## config.mk

```make
export PLATFORM = sky130hd
export DESIGN_NAME = dependency_task_selector_top
export DESIGN_NICKNAME = d
export VERILOG_FILES = /design/src/design/dts_pkg.sv /design/src/design/dts_ram.sv /design/src/design/dts_ffs.sv /design/src/design/dependency_task_selector_top.sv
export VERILOG_INCLUDE_DIRS = /design/src /design/src/design
export SDC_FILE = /design/constraint.sdc
export NUM_CORES = 2
export LEC_CHECK = 0
export ABC_AREA = 0
export ABC_CLOCK_PERIOD_IN_PS = 26900
export BUFFER_PORTS_ARGS = -buffer_cell sky130_fd_sc_hd__clkbuf_2
export CAP_MARGIN = 5
export CORE_AREA = 5 5 546 548
export CTS_CLUSTER_SIZE = 24
export DETAILED_ROUTE_END_ITERATION = 7
export DIE_AREA = 0 0 551 553
export PLACE_DENSITY = 0.67
export SYNTH_ARGS = -nofsm -noshare
export SYNTH_HDL_FRONTEND = slang
export SYNTH_HIERARCHICAL = 1
export SYNTH_SLANG_ARGS = --single-unit
```

## constraint.sdc

```tcl
create_clock -name clk_i -period 26.9 [get_ports clk_i]
set_input_delay 2.69 -clock clk_i [delete_from_list [all_inputs] [get_ports clk_i]]
set_output_delay 2.69 -clock clk_i [all_outputs]
set_load 0.05 [all_outputs]
```

## src/design/dependency_task_selector_top_defines.svh

```systemverilog
// Assertion macros shared by the dependency task selector RTL.
`ifndef DEPENDENCY_TASK_SELECTOR_TOP_DEFINES_SVH
`define DEPENDENCY_TASK_SELECTOR_TOP_DEFINES_SVH

// Property that must hold at every clock edge outside reset.
`define DTS_ASSERT(lbl, prop, msg) \
  lbl: assert property (@(posedge clk_i) disable iff (!rst_ni) (prop)) else $error(msg);

// Property whose consequent must hold in the cycle after the antecedent.
`define DTS_ASSERT_NEXT(lbl, ante, cons, msg) \
  lbl: assert property (@(posedge clk_i) disable iff (!rst_ni) (ante) |=> (cons)) else $error(msg);

`endif

```

## src/design/dts_pkg.sv

```systemverilog
// Shared types and constants of the dependency task selector.
`default_nettype none

package dts_pkg;

  localparam int unsigned MaskW            = 32;
  localparam int unsigned TaskMax          = 32;
  localparam int unsigned TaskCountDefault = 32;

  typedef logic [MaskW-1:0] mask_t;

  typedef enum logic [2:0] {
    REQ_ENABLE  = 3'd0,
    REQ_DISABLE = 3'd1,
    REQ_CLEAR   = 3'd2,
    REQ_SWITCH  = 3'd3,
    REQ_SELECT  = 3'd4,
    REQ_RUN     = 3'd5,
    REQ_LOAD    = 3'd6
  } req_type_e;

  typedef enum logic [1:0] {
    KIND_TDENTS = 2'd0,
    KIND_TDEPS  = 2'd1,
    KIND_DIRECT = 2'd2
  } table_kind_e;

  typedef enum logic [3:0] {
    ST_IDLE,
    ST_EN_PICK,
    ST_EN_USE,
    ST_SD_PICK,
    ST_SD_USE,
    ST_SP_PICK,
    ST_SP_USE,
    ST_RUN_PICK,
    ST_RUN_USE,
    ST_DONE
  } state_e;

endpackage

`default_nettype wire

```

## src/design/dts_ram.sv

```systemverilog
// Generic single-write, single-read RAM with registered read data.
`default_nettype none

module dts_ram #(
  parameter int unsigned Width = 32,
  parameter int unsigned Depth = 32,
  localparam int unsigned AddrW = (Depth > 1) ? $clog2(Depth) : 1
) (
  input  wire logic             clk_i,
  input  wire logic             we_i,
  input  wire logic [AddrW-1:0] waddr_i,
  input  wire logic [Width-1:0] wdata_i,
  input  wire logic [AddrW-1:0] raddr_i,
  output logic      [Width-1:0] rdata_o
);

  logic [Width-1:0] mem_q [Depth];
  logic [Width-1:0] rdata_q;

  always_ff @(posedge clk_i) begin
    if (we_i) begin
      mem_q[waddr_i] <= wdata_i;
    end
    rdata_q <= mem_q[raddr_i];
  end

  assign rdata_o = rdata_q;

endmodule

`default_nettype wire

```

## src/design/dts_ffs.sv

```systemverilog
// Lowest-set-bit finder used by the sequencer to pick the next task.
`default_nettype none

module dts_ffs #(
  parameter int unsigned Width = 32,
  localparam int unsigned IdxW = (Width > 1) ? $clog2(Width) : 1
) (
  input  wire logic [Width-1:0] vec_i,
  output logic                  found_o,
  output logic      [IdxW-1:0]  idx_o
);

  always_comb begin
    idx_o = '0;
    for (int i = Width - 1; i >= 0; i--) begin
      if (vec_i[i]) begin
        idx_o = IdxW'(i);
      end
    end
  end

  assign found_o = |vec_i;

endmodule

`default_nettype wire

```

## src/design/dependency_task_selector_top.sv

```systemverilog
// Top level of the dependency task selector: request sequencer, masks and tables.
//
// Channels: one request stream in (s_axis_*), one result stream out (m_axis_*).
// Each request gives exactly one result. Request kind travels on s_axis_tuser_i.
// Requests are taken only while the sequencer is idle (s_axis_tready_o high).
//
// Work per request, from the accepting edge to the edge that loads the result
// register: an enable with no new request, disable, clear, switch, load, unused
// codes and a select with nothing pending go straight to the result. An enable
// that adds requests first walks every task in the set. A select with pending
// requests walks each disable request, then each candidate task. A run walks
// each task that runs, after that select walk when a select is pending. The
// next request is taken in the cycle after the result is loaded. Each step
// picks the lowest set bit and reads one table word (registered read), folded
// in the next cycle: one read port.
//
// Reset clears requests, selected set, pending flag and the result valid.
// The three tables are not cleared and must be loaded before they are used.
// A result waits in the output register while the receiver stalls; the next
// request is still taken and worked on, and it waits for the register to free.
`include "dependency_task_selector_top_defines.svh"
`default_nettype none

module dependency_task_selector_top
  import dts_pkg::*;
#(
  parameter int unsigned TASK_COUNT = TaskCountDefault
) (
  input  wire logic         clk_i,
  input  wire logic         rst_ni,
  // request stream
  input  wire logic         s_axis_tvalid_i,
  output logic              s_axis_tready_o,
  // tdata: task_mask[31:0], success_mask[63:32], table_task[68:64],
  //        table_kind[70:69], zero pad[71]
  input  wire logic [71:0]  s_axis_tdata_i,
  // tuser: req_type[2:0]
  input  wire logic [2:0]   s_axis_tuser_i,
  // result stream
  output logic              m_axis_tvalid_o,
  input  wire logic         m_axis_tready_i,
  // tdata: disable_set[31:0], enable_set[63:32], events[95:64],
  //        selected_set[127:96], pending[128], zero pad[135:129]
  output logic      [135:0] m_axis_tdata_o
);

  // Tasks live in the low bits of a 32-bit mask; larger counts are capped.
  localparam int unsigned TaskNum = (TASK_COUNT > TaskMax) ? TaskMax : TASK_COUNT;
  localparam int unsigned IdxW    = (TaskNum > 1) ? $clog2(TaskNum) : 1;
  localparam mask_t       AllTasks = (TaskNum >= MaskW) ? '1 :
                                     mask_t'((64'd1 << TaskNum) - 64'd1);

  // Request fields
  logic        in_fire;
  req_type_e   in_type;
  mask_t       in_set;
  mask_t       in_succ;
  logic [4:0]  in_task;
  logic [1:0]  in_kind;
  logic        in_range;

  assign in_fire  = s_axis_tvalid_i && s_axis_tready_o;
  assign in_type  = req_type_e'(s_axis_tuser_i);
  assign in_set   = s_axis_tdata_i[31:0] & AllTasks;
  assign in_succ  = s_axis_tdata_i[63:32];
  assign in_task  = s_axis_tdata_i[68:64];
  assign in_kind  = s_axis_tdata_i[70:69];
  assign in_range = 32'(in_task) < 32'(TaskNum);

  // Sequencer and working registers
  state_e    state_q, state_d;
  req_type_e op_q, op_d;
  mask_t     en_req_q, en_req_d;
  mask_t     dis_req_q, dis_req_d;
  mask_t     sel_q, sel_d;
  logic      dirty_q, dirty_d;
  mask_t     work_q, work_d;     // bits still to walk
  mask_t     acc_q, acc_d;       // select candidates, then run schedule
  mask_t     ran_q, ran_d;
  mask_t     ev_q, ev_d;
  mask_t     dis_set_q, dis_set_d;
  mask_t     en_set_q, en_set_d;
  mask_t     task_q, task_d;     // initial set for run
  mask_t     succ_q, succ_d;
  mask_t     bit_q, bit_d;       // task being run

  // Result register
  logic      out_valid_q;
  logic      out_load;
  mask_t     out_dis_q, out_en_q, out_ev_q, out_sel_q;
  logic      out_pend_q;

  // Shared pick unit: lowest set bit, drives the table read address
  logic      ffs_found;
  logic [IdxW-1:0] ffs_idx;
  mask_t     ffs_vec;
  mask_t     pick_bit;

  assign ffs_vec  = (state_q == ST_RUN_PICK) ? acc_q : work_q;
  assign pick_bit = mask_t'(1) << ffs_idx;

  dts_ffs #(
    .Width (TaskNum)
  ) u_ffs (
    .vec_i   (ffs_vec[TaskNum-1:0]),
    .found_o (ffs_found),
    .idx_o   (ffs_idx)
  );

  // Tables: written by load requests, read one word per step
  logic  we_tdents, we_tdeps, we_direct;
  logic  load_ok;
  mask_t tdents_rd, tdeps_rd, direct_rd;

  assign load_ok   = in_fire && (in_type == REQ_LOAD) && in_range;
  assign we_tdents = load_ok && (in_kind == KIND_TDENTS);
  assign we_tdeps  = load_ok && (in_kind == KIND_TDEPS);
  assign we_direct = load_ok && (in_kind == KIND_DIRECT);

  dts_ram #(.Width(MaskW), .Depth(TaskNum)) u_tdents (
    .clk_i   (clk_i),
    .we_i    (we_tdents),
    .waddr_i (in_task[IdxW-1:0]),
    .wdata_i (in_set),
    .raddr_i (ffs_idx),
    .rdata_o (tdents_rd)
  );

  dts_ram #(.Width(MaskW), .Depth(TaskNum)) u_tdeps (
    .clk_i   (clk_i),
    .we_i    (we_tdeps),
    .waddr_i (in_task[IdxW-1:0]),
    .wdata_i (in_set),
    .raddr_i (ffs_idx),
    .rdata_o (tdeps_rd)
  );

  dts_ram #(.Width(MaskW), .Depth(TaskNum)) u_direct (
    .clk_i   (clk_i),
    .we_i    (we_direct),
    .waddr_i (in_task[IdxW-1:0]),
    .wdata_i (in_set),
    .raddr_i (ffs_idx),
    .rdata_o (direct_rd)
  );

  // Helpers
  logic  en_new;     // enable adds at least one new request
  mask_t sel_req;    // final selected set of a select
  mask_t ran_next;
  logic  sel_end;    // last step of a select walk

  assign en_new   = |(in_set & ~en_req_q);
  assign sel_req  = acc_q & AllTasks;
  assign ran_next = ran_q | bit_q;
  assign sel_end  = (state_q == ST_SP_PICK) && !ffs_found;

  // Next state
  always_comb begin
    state_d = state_q;
    case (state_q)
      ST_IDLE: begin
        if (in_fire) begin
          case (in_type)
            REQ_ENABLE: state_d = en_new ? ST_EN_PICK : ST_DONE;
            REQ_SELECT: state_d = dirty_q ? ST_SD_PICK : ST_DONE;
            REQ_RUN:    state_d = dirty_q ? ST_SD_PICK : ST_RUN_PICK;
            default:    state_d = ST_DONE;
          endcase
        end
      end
      ST_EN_PICK:  state_d = ffs_found ? ST_EN_USE : ST_DONE;
      ST_EN_USE:   state_d = ST_EN_PICK;
      ST_SD_PICK:  state_d = ffs_found ? ST_SD_USE : ST_SP_PICK;
      ST_SD_USE:   state_d = ST_SD_PICK;
      ST_SP_PICK: begin
        if (ffs_found) begin
          state_d = ST_SP_USE;
        end else begin
          state_d = (op_q == REQ_RUN) ? ST_RUN_PICK : ST_DONE;
        end
      end
      ST_SP_USE:   state_d = ST_SP_PICK;
      ST_RUN_PICK: state_d = ffs_found ? ST_RUN_USE : ST_DONE;
      ST_RUN_USE:  state_d = ST_RUN_PICK;
      ST_DONE: begin
        if (!out_valid_q || m_axis_tready_i) begin
          state_d = ST_IDLE;
        end
      end
      default:     state_d = ST_IDLE;
    endcase
  end

  // Datapath and outputs
  always_comb begin
    op_d      = op_q;
    en_req_d  = en_req_q;
    dis_req_d = dis_req_q;
    sel_d     = sel_q;
    dirty_d   = dirty_q;
    work_d    = work_q;
    acc_d     = acc_q;
    ran_d     = ran_q;
    ev_d      = ev_q;
    dis_set_d = dis_set_q;
    en_set_d  = en_set_q;
    task_d    = task_q;
    succ_d    = succ_q;
    bit_d     = bit_q;

    case (state_q)
      ST_IDLE: begin
        if (in_fire) begin
          op_d      = in_type;
          task_d    = in_set;
          succ_d    = in_succ;
          dis_set_d = '0;
          en_set_d  = '0;
          ev_d      = '0;
          ran_d     = '0;
          case (in_type)
            REQ_ENABLE: begin
              if (en_new) begin
                dirty_d   = 1'b1;
                en_req_d  = en_req_q | in_set;
                dis_req_d = dis_req_q & ~in_set;
                work_d    = in_set;
              end
            end
            REQ_DISABLE: begin
              if (|(in_set & ~dis_req_q)) begin
                dirty_d   = 1'b1;
                dis_req_d = dis_req_q | in_set;
                en_req_d  = en_req_q & ~in_set;
              end
            end
            REQ_CLEAR: begin
              if (|((en_req_q | dis_req_q) & in_set)) begin
                dirty_d   = 1'b1;
                en_req_d  = en_req_q & ~in_set;
                dis_req_d = dis_req_q & ~in_set;
              end
            end
            REQ_SWITCH: begin
              // clear of everything, then enable; no disable request survives
              // the clear, so the dependency walk has nothing to remove
              if (|(en_req_q | dis_req_q) || |in_set) begin
                dirty_d = 1'b1;
              end
              en_req_d  = in_set;
              dis_req_d = '0;
            end
            REQ_SELECT, REQ_RUN: begin
              if (dirty_q) begin
                acc_d  = en_req_q;
                work_d = dis_req_q;
              end else begin
                acc_d = in_set & sel_q;
              end
            end
            default: ;
          endcase
        end
      end
      ST_EN_PICK: begin
        if (ffs_found) begin
          work_d = work_q & ~pick_bit;
        end
      end
      ST_EN_USE:  dis_req_d = dis_req_q & ~tdeps_rd;
      ST_SD_PICK: begin
        if (ffs_found) begin
          work_d = work_q & ~pick_bit;
        end else begin
          work_d = acc_q;  // snapshot of surviving enable requests
        end
      end
      ST_SD_USE:  acc_d = acc_q & ~tdents_rd;
      ST_SP_PICK: begin
        if (ffs_found) begin
          work_d = work_q & ~pick_bit;
        end else begin
          dis_set_d = ~sel_req & sel_q;
          en_set_d  = sel_req & ~sel_q;
          sel_d     = sel_req;
          dirty_d   = 1'b0;
          acc_d     = task_q & sel_req;
        end
      end
      ST_SP_USE:  acc_d = acc_q | tdeps_rd;
      ST_RUN_PICK: begin
        if (ffs_found) begin
          bit_d = pick_bit;
        end
      end
      ST_RUN_USE: begin
        ran_d = ran_next;
        if (|(succ_q & bit_q)) begin
          ev_d  = ev_q | bit_q;
          acc_d = (acc_q | (direct_rd & sel_q)) & ~ran_next;
        end else begin
          acc_d = acc_q & ~ran_next;
        end
      end
      default: ;
    endcase
  end

  assign s_axis_tready_o = (state_q == ST_IDLE);
  assign out_load        = (state_q == ST_DONE) && (!out_valid_q || m_axis_tready_i);

  // Control and request state
  always_ff @(posedge clk_i or negedge rst_ni) begin
    if (!rst_ni) begin
      state_q   <= ST_IDLE;
      op_q      <= REQ_ENABLE;
      en_req_q  <= '0;
      dis_req_q <= '0;
      sel_q     <= '0;
      dirty_q   <= 1'b0;
      ran_q     <= '0;
      ev_q      <= '0;
      out_valid_q <= 1'b0;
    end else begin
      state_q   <= state_d;
      op_q      <= op_d;
      en_req_q  <= en_req_d;
      dis_req_q <= dis_req_d;
      sel_q     <= sel_d;
      dirty_q   <= dirty_d;
      ran_q     <= ran_d;
      ev_q      <= ev_d;
      if (out_load) begin
        out_valid_q <= 1'b1;
      end else if (m_axis_tready_i) begin
        out_valid_q <= 1'b0;
      end
    end
  end

  // Working payload, no reset needed
  always_ff @(posedge clk_i) begin
    work_q    <= work_d;
    acc_q     <= acc_d;
    dis_set_q <= dis_set_d;
    en_set_q  <= en_set_d;
    task_q    <= task_d;
    succ_q    <= succ_d;
    bit_q     <= bit_d;
    if (out_load) begin
      out_dis_q  <= dis_set_q;
      out_en_q   <= en_set_q;
      out_ev_q   <= ev_q;
      out_sel_q  <= sel_q;
      out_pend_q <= dirty_q;
    end
  end

  assign m_axis_tvalid_o = out_valid_q;
  assign m_axis_tdata_o  = {7'b0, out_pend_q, out_sel_q, out_ev_q, out_en_q, out_dis_q};

  // Checks
  `DTS_ASSERT(a_req_disjoint, (en_req_q & dis_req_q) == '0, "enable and disable requests overlap")
  `DTS_ASSERT(a_sel_in_range, (sel_q & ~AllTasks) == '0, "selected set holds a non-task bit")
  `DTS_ASSERT(a_ev_ran, (ev_q & ~ran_q) == '0, "event reported for a task that did not run")
  `DTS_ASSERT_NEXT(a_select_clean, sel_end, !dirty_q, "pending flag left set after select")

endmodule

`default_nettype wire

```

Word level (Yosys, flattened, before mapping)
Memory sizes are Yosys's and may differ from the RTL's. A register that Yosys moved wholly into a read port is not among the register bits. Index checks and enable logic that the tools add are counted.

Bits of input ports: 79. Memories: 3. Memory bits (writable): 3072. Bits in registers: 522. Output and inout bits: 138.

Memories: u_direct.mem_q (words 32, bits a word 32, read ports 1, clocked after memory_dff 1, write ports 1, line dts_ram.sv:17) `logic [Width-1:0] mem_q [Depth];`; u_tdents.mem_q (words 32, bits a word 32, read ports 1, clocked after memory_dff 1, write ports 1, line dts_ram.sv:17); u_tdeps.mem_q (words 32, bits a word 32, read ports 1, clocked after memory_dff 1, write ports 1, line dts_ram.sv:17).

Multiplexer cells: 92. Shift-type cells: 1. Equality and inequality tests: 34. Reductions and logical operators: 40. Bitwise operators: 33.

Operators by type and width (count): $mux W32 (22); $and A32 B32 Y32 (16); $pmux W32 S2 (6); $not A32 Y32 (9); $pmux W32 S4 (2); $or A32 B32 Y32 (7); $reduce_or A32 Y1 (7); $mux W5 (32); $pmux W32 S5 (1); $pmux W32 S3 (1); $pmux W4 S10 (1); $shl A1 B5 Y32 const A (1); $mux W4 (7); $reduce_and A6 Y1 (3); $eq A4 B3 Y1 const B (4); $mux W1 (16); $ne A3 B3 Y1 const B (5); $eq A3 B3 Y1 const B (4); $pmux W4 S3 (1); $ne A2 B2 Y1 const B (5); $reduce_and A2 Y1 (5); $eq A4 B2 Y1 const B (2); $eq A4 B4 Y1 const B (2); $ne A2 B1 Y1 const B (4); 25 further kinds (37).

Logic depth before layout (Yosys ltp)
Depth in word-level cells: 39. Gate-level depth with buffers: 18. Mapped depth without buffers: 13.

Hierarchy
Netlist, hierarchy kept.

By module, submodules not included: dts_ram at u_tdents ... (instances 2, cells an instance 2260, area each 40485.1 µm²); dts_ram at u_direct (instances 1, cells an instance 2260, area each 40492.6 µm²); dependency_task_selector_top (instances 1, cells an instance 2104, area each 23920.4 µm²); dts_ffs (instances 1, cells an instance 65, area each 385.4 µm²).

Worst setup path before layout
Ideal clock, no wire load.

Path kind: input-to-reg. From: input port m_axis_tready_i. To: register out_dis_q[0] (enable). Path buffers: 0. Cell stages on the path: 2. Slack: 17.288 ns. Library setup time: 0.661 ns. Required time: 26.239 ns. Arrival: 8.951 ns. Cell sequence: inv_1 > a21oi_1.

Longest elaborated chain between the ends: 2.

Ends and longest elaborated chain: from (decl) (line dependency_task_selector_top.sv:41) `input wire logic m_axis_tready_i,`; $logic_or A1 B1 Y1 (line dependency_task_selector_top.sv:311) `assign out_load = (state_q == ST_DONE) && (!out_valid_q || m_axis_tready_i);`; $logic_and A1 B1 Y1 (line dependency_task_selector_top.sv:311); named net out_load (line dependency_task_selector_top.sv:89) `logic out_load;`; to (signal assigned) (line dependency_task_selector_top.sv:352) `out_dis_q <= dis_set_q;`; to (decl) (line dependency_task_selector_top.sv:90) `mask_t out_dis_q, out_en_q, out_ev_q, out_sel_q;`.

The timed path passes the listed nets, and every way through them passes these cells. A chain may end at the register's enable or synchronous reset.

Worst setup path after layout
From: register state_q[3]. To: register u_tdeps.rdata_q[25] (netlist: u_tdeps/rdata_o[25]), read port of u_tdeps.mem_q.

Elaborated cells on any way between the ends: 34. Those cells by class: eq/ne (1); mux (33).

RTL lines: from (decl) (line dependency_task_selector_top.sv:71) `state_e state_q, state_d;`; from (signal assigned) (line dependency_task_selector_top.sv:326) `state_q <= state_d;`; $eq A4 B3 Y1 (line dependency_task_selector_top.sv:99) `assign ffs_vec = (state_q == ST_RUN_PICK) ? acc_q : work_q;`; $mux W32 (line dependency_task_selector_top.sv:99); named net ffs_vec[28] (line dependency_task_selector_top.sv:96) `mask_t ffs_vec;`; $mux W5 (29 in a row) (line dts_ffs.sv:16) `if (vec_i[i]) begin`; named net ffs_idx[0] (line dependency_task_selector_top.sv:95) `logic [IdxW-1:0] ffs_idx;`; to (decl) (line dts_ram.sv:18) `logic [Width-1:0] rdata_q;`.

The timed path passes the listed nets, and every way through them passes these cells.

==> run summary <==
STA classifies the critical path startpoint as a register. The signal on the critical path passes through nor2b_1 > nand3_1 > buf_4 > mux2_2 > nor3b_1 > nor3_1 > o31ai_1 > o2111ai_1 > a221oi_4 > buf_4 > buf_4 > buf_4 > buf_12 > buf_4 > buf_4 > mux2i_1 > a22o_1 > nor3_1 > a31oi_1 > nand3_1. By instance count, the cell type seen most on the critical path is sky130_fd_sc_hd__buf_4. After routing, the total negative slack on setup checks comes to 0 ns. The cell-internal power is 0.01161 W. The number of maximum-capacitance violations is 0. The number of buffers inserted to repair setup after CTS is 0. The static power due to leakage is approximately 55 nW. The share of async-settable or async-resettable flops after synthesis came out at 4.580%. For met3 alone, demand over resource in global routing was under 10%. The worst max-slew margin expressed relative to the limit came out at between 10% and 20%. The clock latency on the worst-skew pair came out at roughly 0.95 ns.

Net switching is 33.78% of the power. The biggest cell delay along the critical path came out at roughly 0.87 ns. The clock share of power is between 20% and 30%.

The post-detailed-route DRC marker count came out at 0. The areal power density over the cells came out at ~110 mW/mm^2. Setup repair after global routing left no endpoint under its margin. The total I/O pin count is around 220. The count of distinct cell types in the synthesized netlist is 57. The number of vias in the routed layout came out at between 80k and 90k. The largest registers in the layout are u_direct/mem_q (1024), u_tdents/mem_q (1024), u_tdeps/mem_q (1024). TritonCTS built the clock tree.

The die area is roughly 0.30 mm^2. The run finished with clean final reports. The core outline area is between 0.2 and 0.3 mm^2.

For this run, the post-layout net count is 9300. Hold is met by 0.4141 ns. In the global route stage, met2 resource usage came out at 40.80%. The path type of the worst min-delay path is reg -> reg.

Between clock sinks in the finished design, the worst skew comes to 0.06674 ns. Buffers placed on the I/O ports in this run total 208. The combinational cell fraction of total power is a little under a third. STA puts the critical path data required time at 27.69 ns. The share of post-route cells with drive strength above 1 is roughly an eighth. In this run the horizontal extent of the chip is 551 um. The maximum number of pins on one net before global-route repair came out at 145.

In this run the power spent charging and discharging nets is between 0.005 and 0.006 W. The number of standard cells after synthesis is 8949. Counting the buffers created by CTS gives 370. Fill cells in the final layout number 22.13k. Registers take ~0.11 mm^2.

Using the TritonRoute via totals, the vias-per-cell ratio works out to 6.251. The met1 usage in global routing is 38.10%. The final worst setup slack came out at roughly 18 ns. The share of power burned in registers came out at about two fifths. The placer congestion estimate came out at between 0.9 and 1. Grouping stages by cell kind, the critical path spends the most delay in buffers and inverters.

The mean cell area of the mapped netlist came out at 16.29 um^2. The number of clock sinks seen by CTS is between 3k and 4k. The half-perimeter wire length after detailed placement came out at roughly 240 mm. The wire length of the first global-routing pass is 588.1 mm. Of the available clock period, the critical path in the final layout requires a little over a third. The register bit count reported by yosys is 3690. The root buffer cell chosen for the clock tree is sky130_fd_sc_hd__clkbuf_16. The number of hold violations in the final report is 0.

The peak-usage layer in the global routing report is met2. After clock tree synthesis, the clock-pin slew on the worst setup and hold paths is 0.06 ns. The wire length per cell after detailed routing came out at between 30 and 40 um. In this run the remaining antenna-violating nets after routing total 0. The number of global-route vias before repair was roughly 81k. The number of H-tree levels came out at 5. The setup slack after placement is 17.79 ns. The global-route usage over all layers is 26.71%.

For the finished layout, the period the worst path requires is 9.340 ns. The number of warnings reported in the yosys synthesis log is 6. After clock tree synthesis, the flow added hold-fix buffers numbering 0.

The die height is 553 um. The overall power after layout came out at 0.01754 W. The sequential-to-total area share from yosys stat is 74.78%. The worst supply voltage drop on vdd came out at roughly 170 uV. The number of enable-type register cells in the synthesized netlist came out at around 3.4k.

Once the clock tree was built, the resizer swapped 0 gates to a different size. In the final layout, the multi-input gates occupy ~0.034 mm^2. The initial antenna violation count is 40. The slew at the pin closest to its max-slew limit came out at about 1.3 ns.

After floorplanning, the core was divided into between 150 and 200 placement rows. On the critical path, the stage with the largest delay is an instance of sky130_fd_sc_hd__buf_4. In this run the deepest clock path goes through 4 buffers. The max-slew violation count is 0. For this run, the detailed router's first-pass iteration total came to 8. Among all flip-flop cells after synthesis, the most frequent one is sky130_fd_sc_hd__edfxtp_1. The aggregate routed wire length is around 420 mm. The starting density of the core came out at roughly 50%.

The worst setup path is captured at a register. The detailed router's first-iteration violation count came out at about 11k. The maximum fanout encountered on the critical timing path is 95.

Counting both buffers and inverters, the worst setup path holds a total of 7. The timing-limited maximum frequency came out at between 100 and 150 MHz. The area growth from synthesis to layout is 12.54%.

The critical path class is reg -> reg. The global route total overflow came out at 0. The arrival time of the worst setup path came out at a little over 10 ns. The number of setup violations in the final report is 0. The netlist area before placement is ~0.15 mm^2.
-- power groups by stage --
| stage | registers, W | clock network, W | logic [W] |
|---|---|---|---|
| finish | 0.00703 | 0.00522 | 0.00529 |
| global route | 0.00703 | 0.00554 | 0.00558 |
| CTS | 0.00700 | 0.00528 | 0.00523 |
| detailed placement | 0.00712 | 0 | 0.00521 |
| global placement | 0.00711 | 0 | 0.00514 |
| floorplan | 0.00696 | 0 | 0.00381 |
-- Yosys cell counts (all sizes together) (17+ instances only) --
library cell	instances	area, um^2
edfxtp	3425	102800
mux2i	1574	15760
nand2	472	1779
a21oi	442	2212
nand3	348	1742
a22oi	335	2515
buf	284	2022
nor2	277	1040
clkbuf	270	1036
a22o	194	1699
a31oi	193	1207
dfrtp	169	4229
o21ai	155	775.7
nor3	111	565.5
dfxtp	96	1922
inv	83	311.6
nor3b	80	600.6
a211oi	66	495.5
mux2	64	720.7
or4	38	292.8
nor4	37	231.5
o221ai	33	289.0
o211ai	32	295.3
nand3b	29	217.7
o22ai	23	143.9
nand2b	21	131.4
nand4	17	106.4
-- worst paths after layout --
kind	startpoint	end	slack, ns	cells after the start
max in group asynchronous	rst_ni	dis_req_q[24]	23.65	2
hold reg to reg	en_set_q[3]	out_en_q[3]	0.41	0
setup reg to reg	state_q[3]	u_tdeps/rdata_o[25]	17.56	20
hold / removal	en_set_q[3]	out_en_q[3]	0.41	0
min in group asynchronous	rst_ni	ev_q[26]	1.78	1
setup / recovery	state_q[3]	u_tdeps/rdata_o[25]	17.56	20
-- logic make-up after synthesis --
kind of cell / after synthesis / share of synthesized area, %
compound gates: 1494 / 6.733
other cells: 1 / 0.002573
simple gates: 1487 / 4.869
buf+inv: 639 / 2.317
mux: 1638 / 11.30
flops: 3690 / 74.78
-- layer usage --
layer / up-vias / share of wire (%) / wire [um]
li1: 35720 / - / -
met1: 43390 / 40 / 168000
met2: 4433 / 46 / 190400
met3: 724 / 10 / 43870
met4: 16 / 3.8 / 15730
met5: - / 0.022 / 91
-- stage by stage --
stage	utilization [%]	std cells	instance area, um^2
2_1_floorplan	-	8955	145800
3_5_place_dp	51.81	12770	151600
6_report	56.07	13480	164000
5_1_grt	56.05	13450	164000
3_3_place_gp	51.81	12770	151600
4_1_cts	56.04	13450	164000
-- cell type report --
type	count	area share [%]
Clock buffer	468	6.035
Tap cell	3919	2.989
Clock inverter	213	1.509
Timing Repair Buffer	448	1.847
Multi-Input combinational cell	4626	20.93
Antenna cell	33	0.05034
Sequential cell	3690	66.45
Inverter	85	0.1960
-- cell usage in the layout, fill, tap and decap left out, types with 173 or more instances in the layout --
| cell type | synthesis | final |
|---|---|---|
| sky130_fd_sc_hd__a31oi_1 | 193 | 193 |
| sky130_fd_sc_hd__nand2_1 | 471 | 469 |
| sky130_fd_sc_hd__a22oi_1 | 335 | 335 |
| sky130_fd_sc_hd__nor2_1 | 277 | 173 |
| sky130_fd_sc_hd__clkbuf_2 | 0 | 175 |
| sky130_fd_sc_hd__edfxtp_1 | 3425 | 3425 |
| sky130_fd_sc_hd__clkbuf_16 | 0 | 372 |
| sky130_fd_sc_hd__mux2i_1 | 1574 | 1574 |
| sky130_fd_sc_hd__a21oi_1 | 442 | 439 |
| sky130_fd_sc_hd__buf_4 | 109 | 264 |
| sky130_fd_sc_hd__nand3_1 | 348 | 347 |
| sky130_fd_sc_hd__a22o_1 | 194 | 194 |
(Power assumes the default switching activity.)
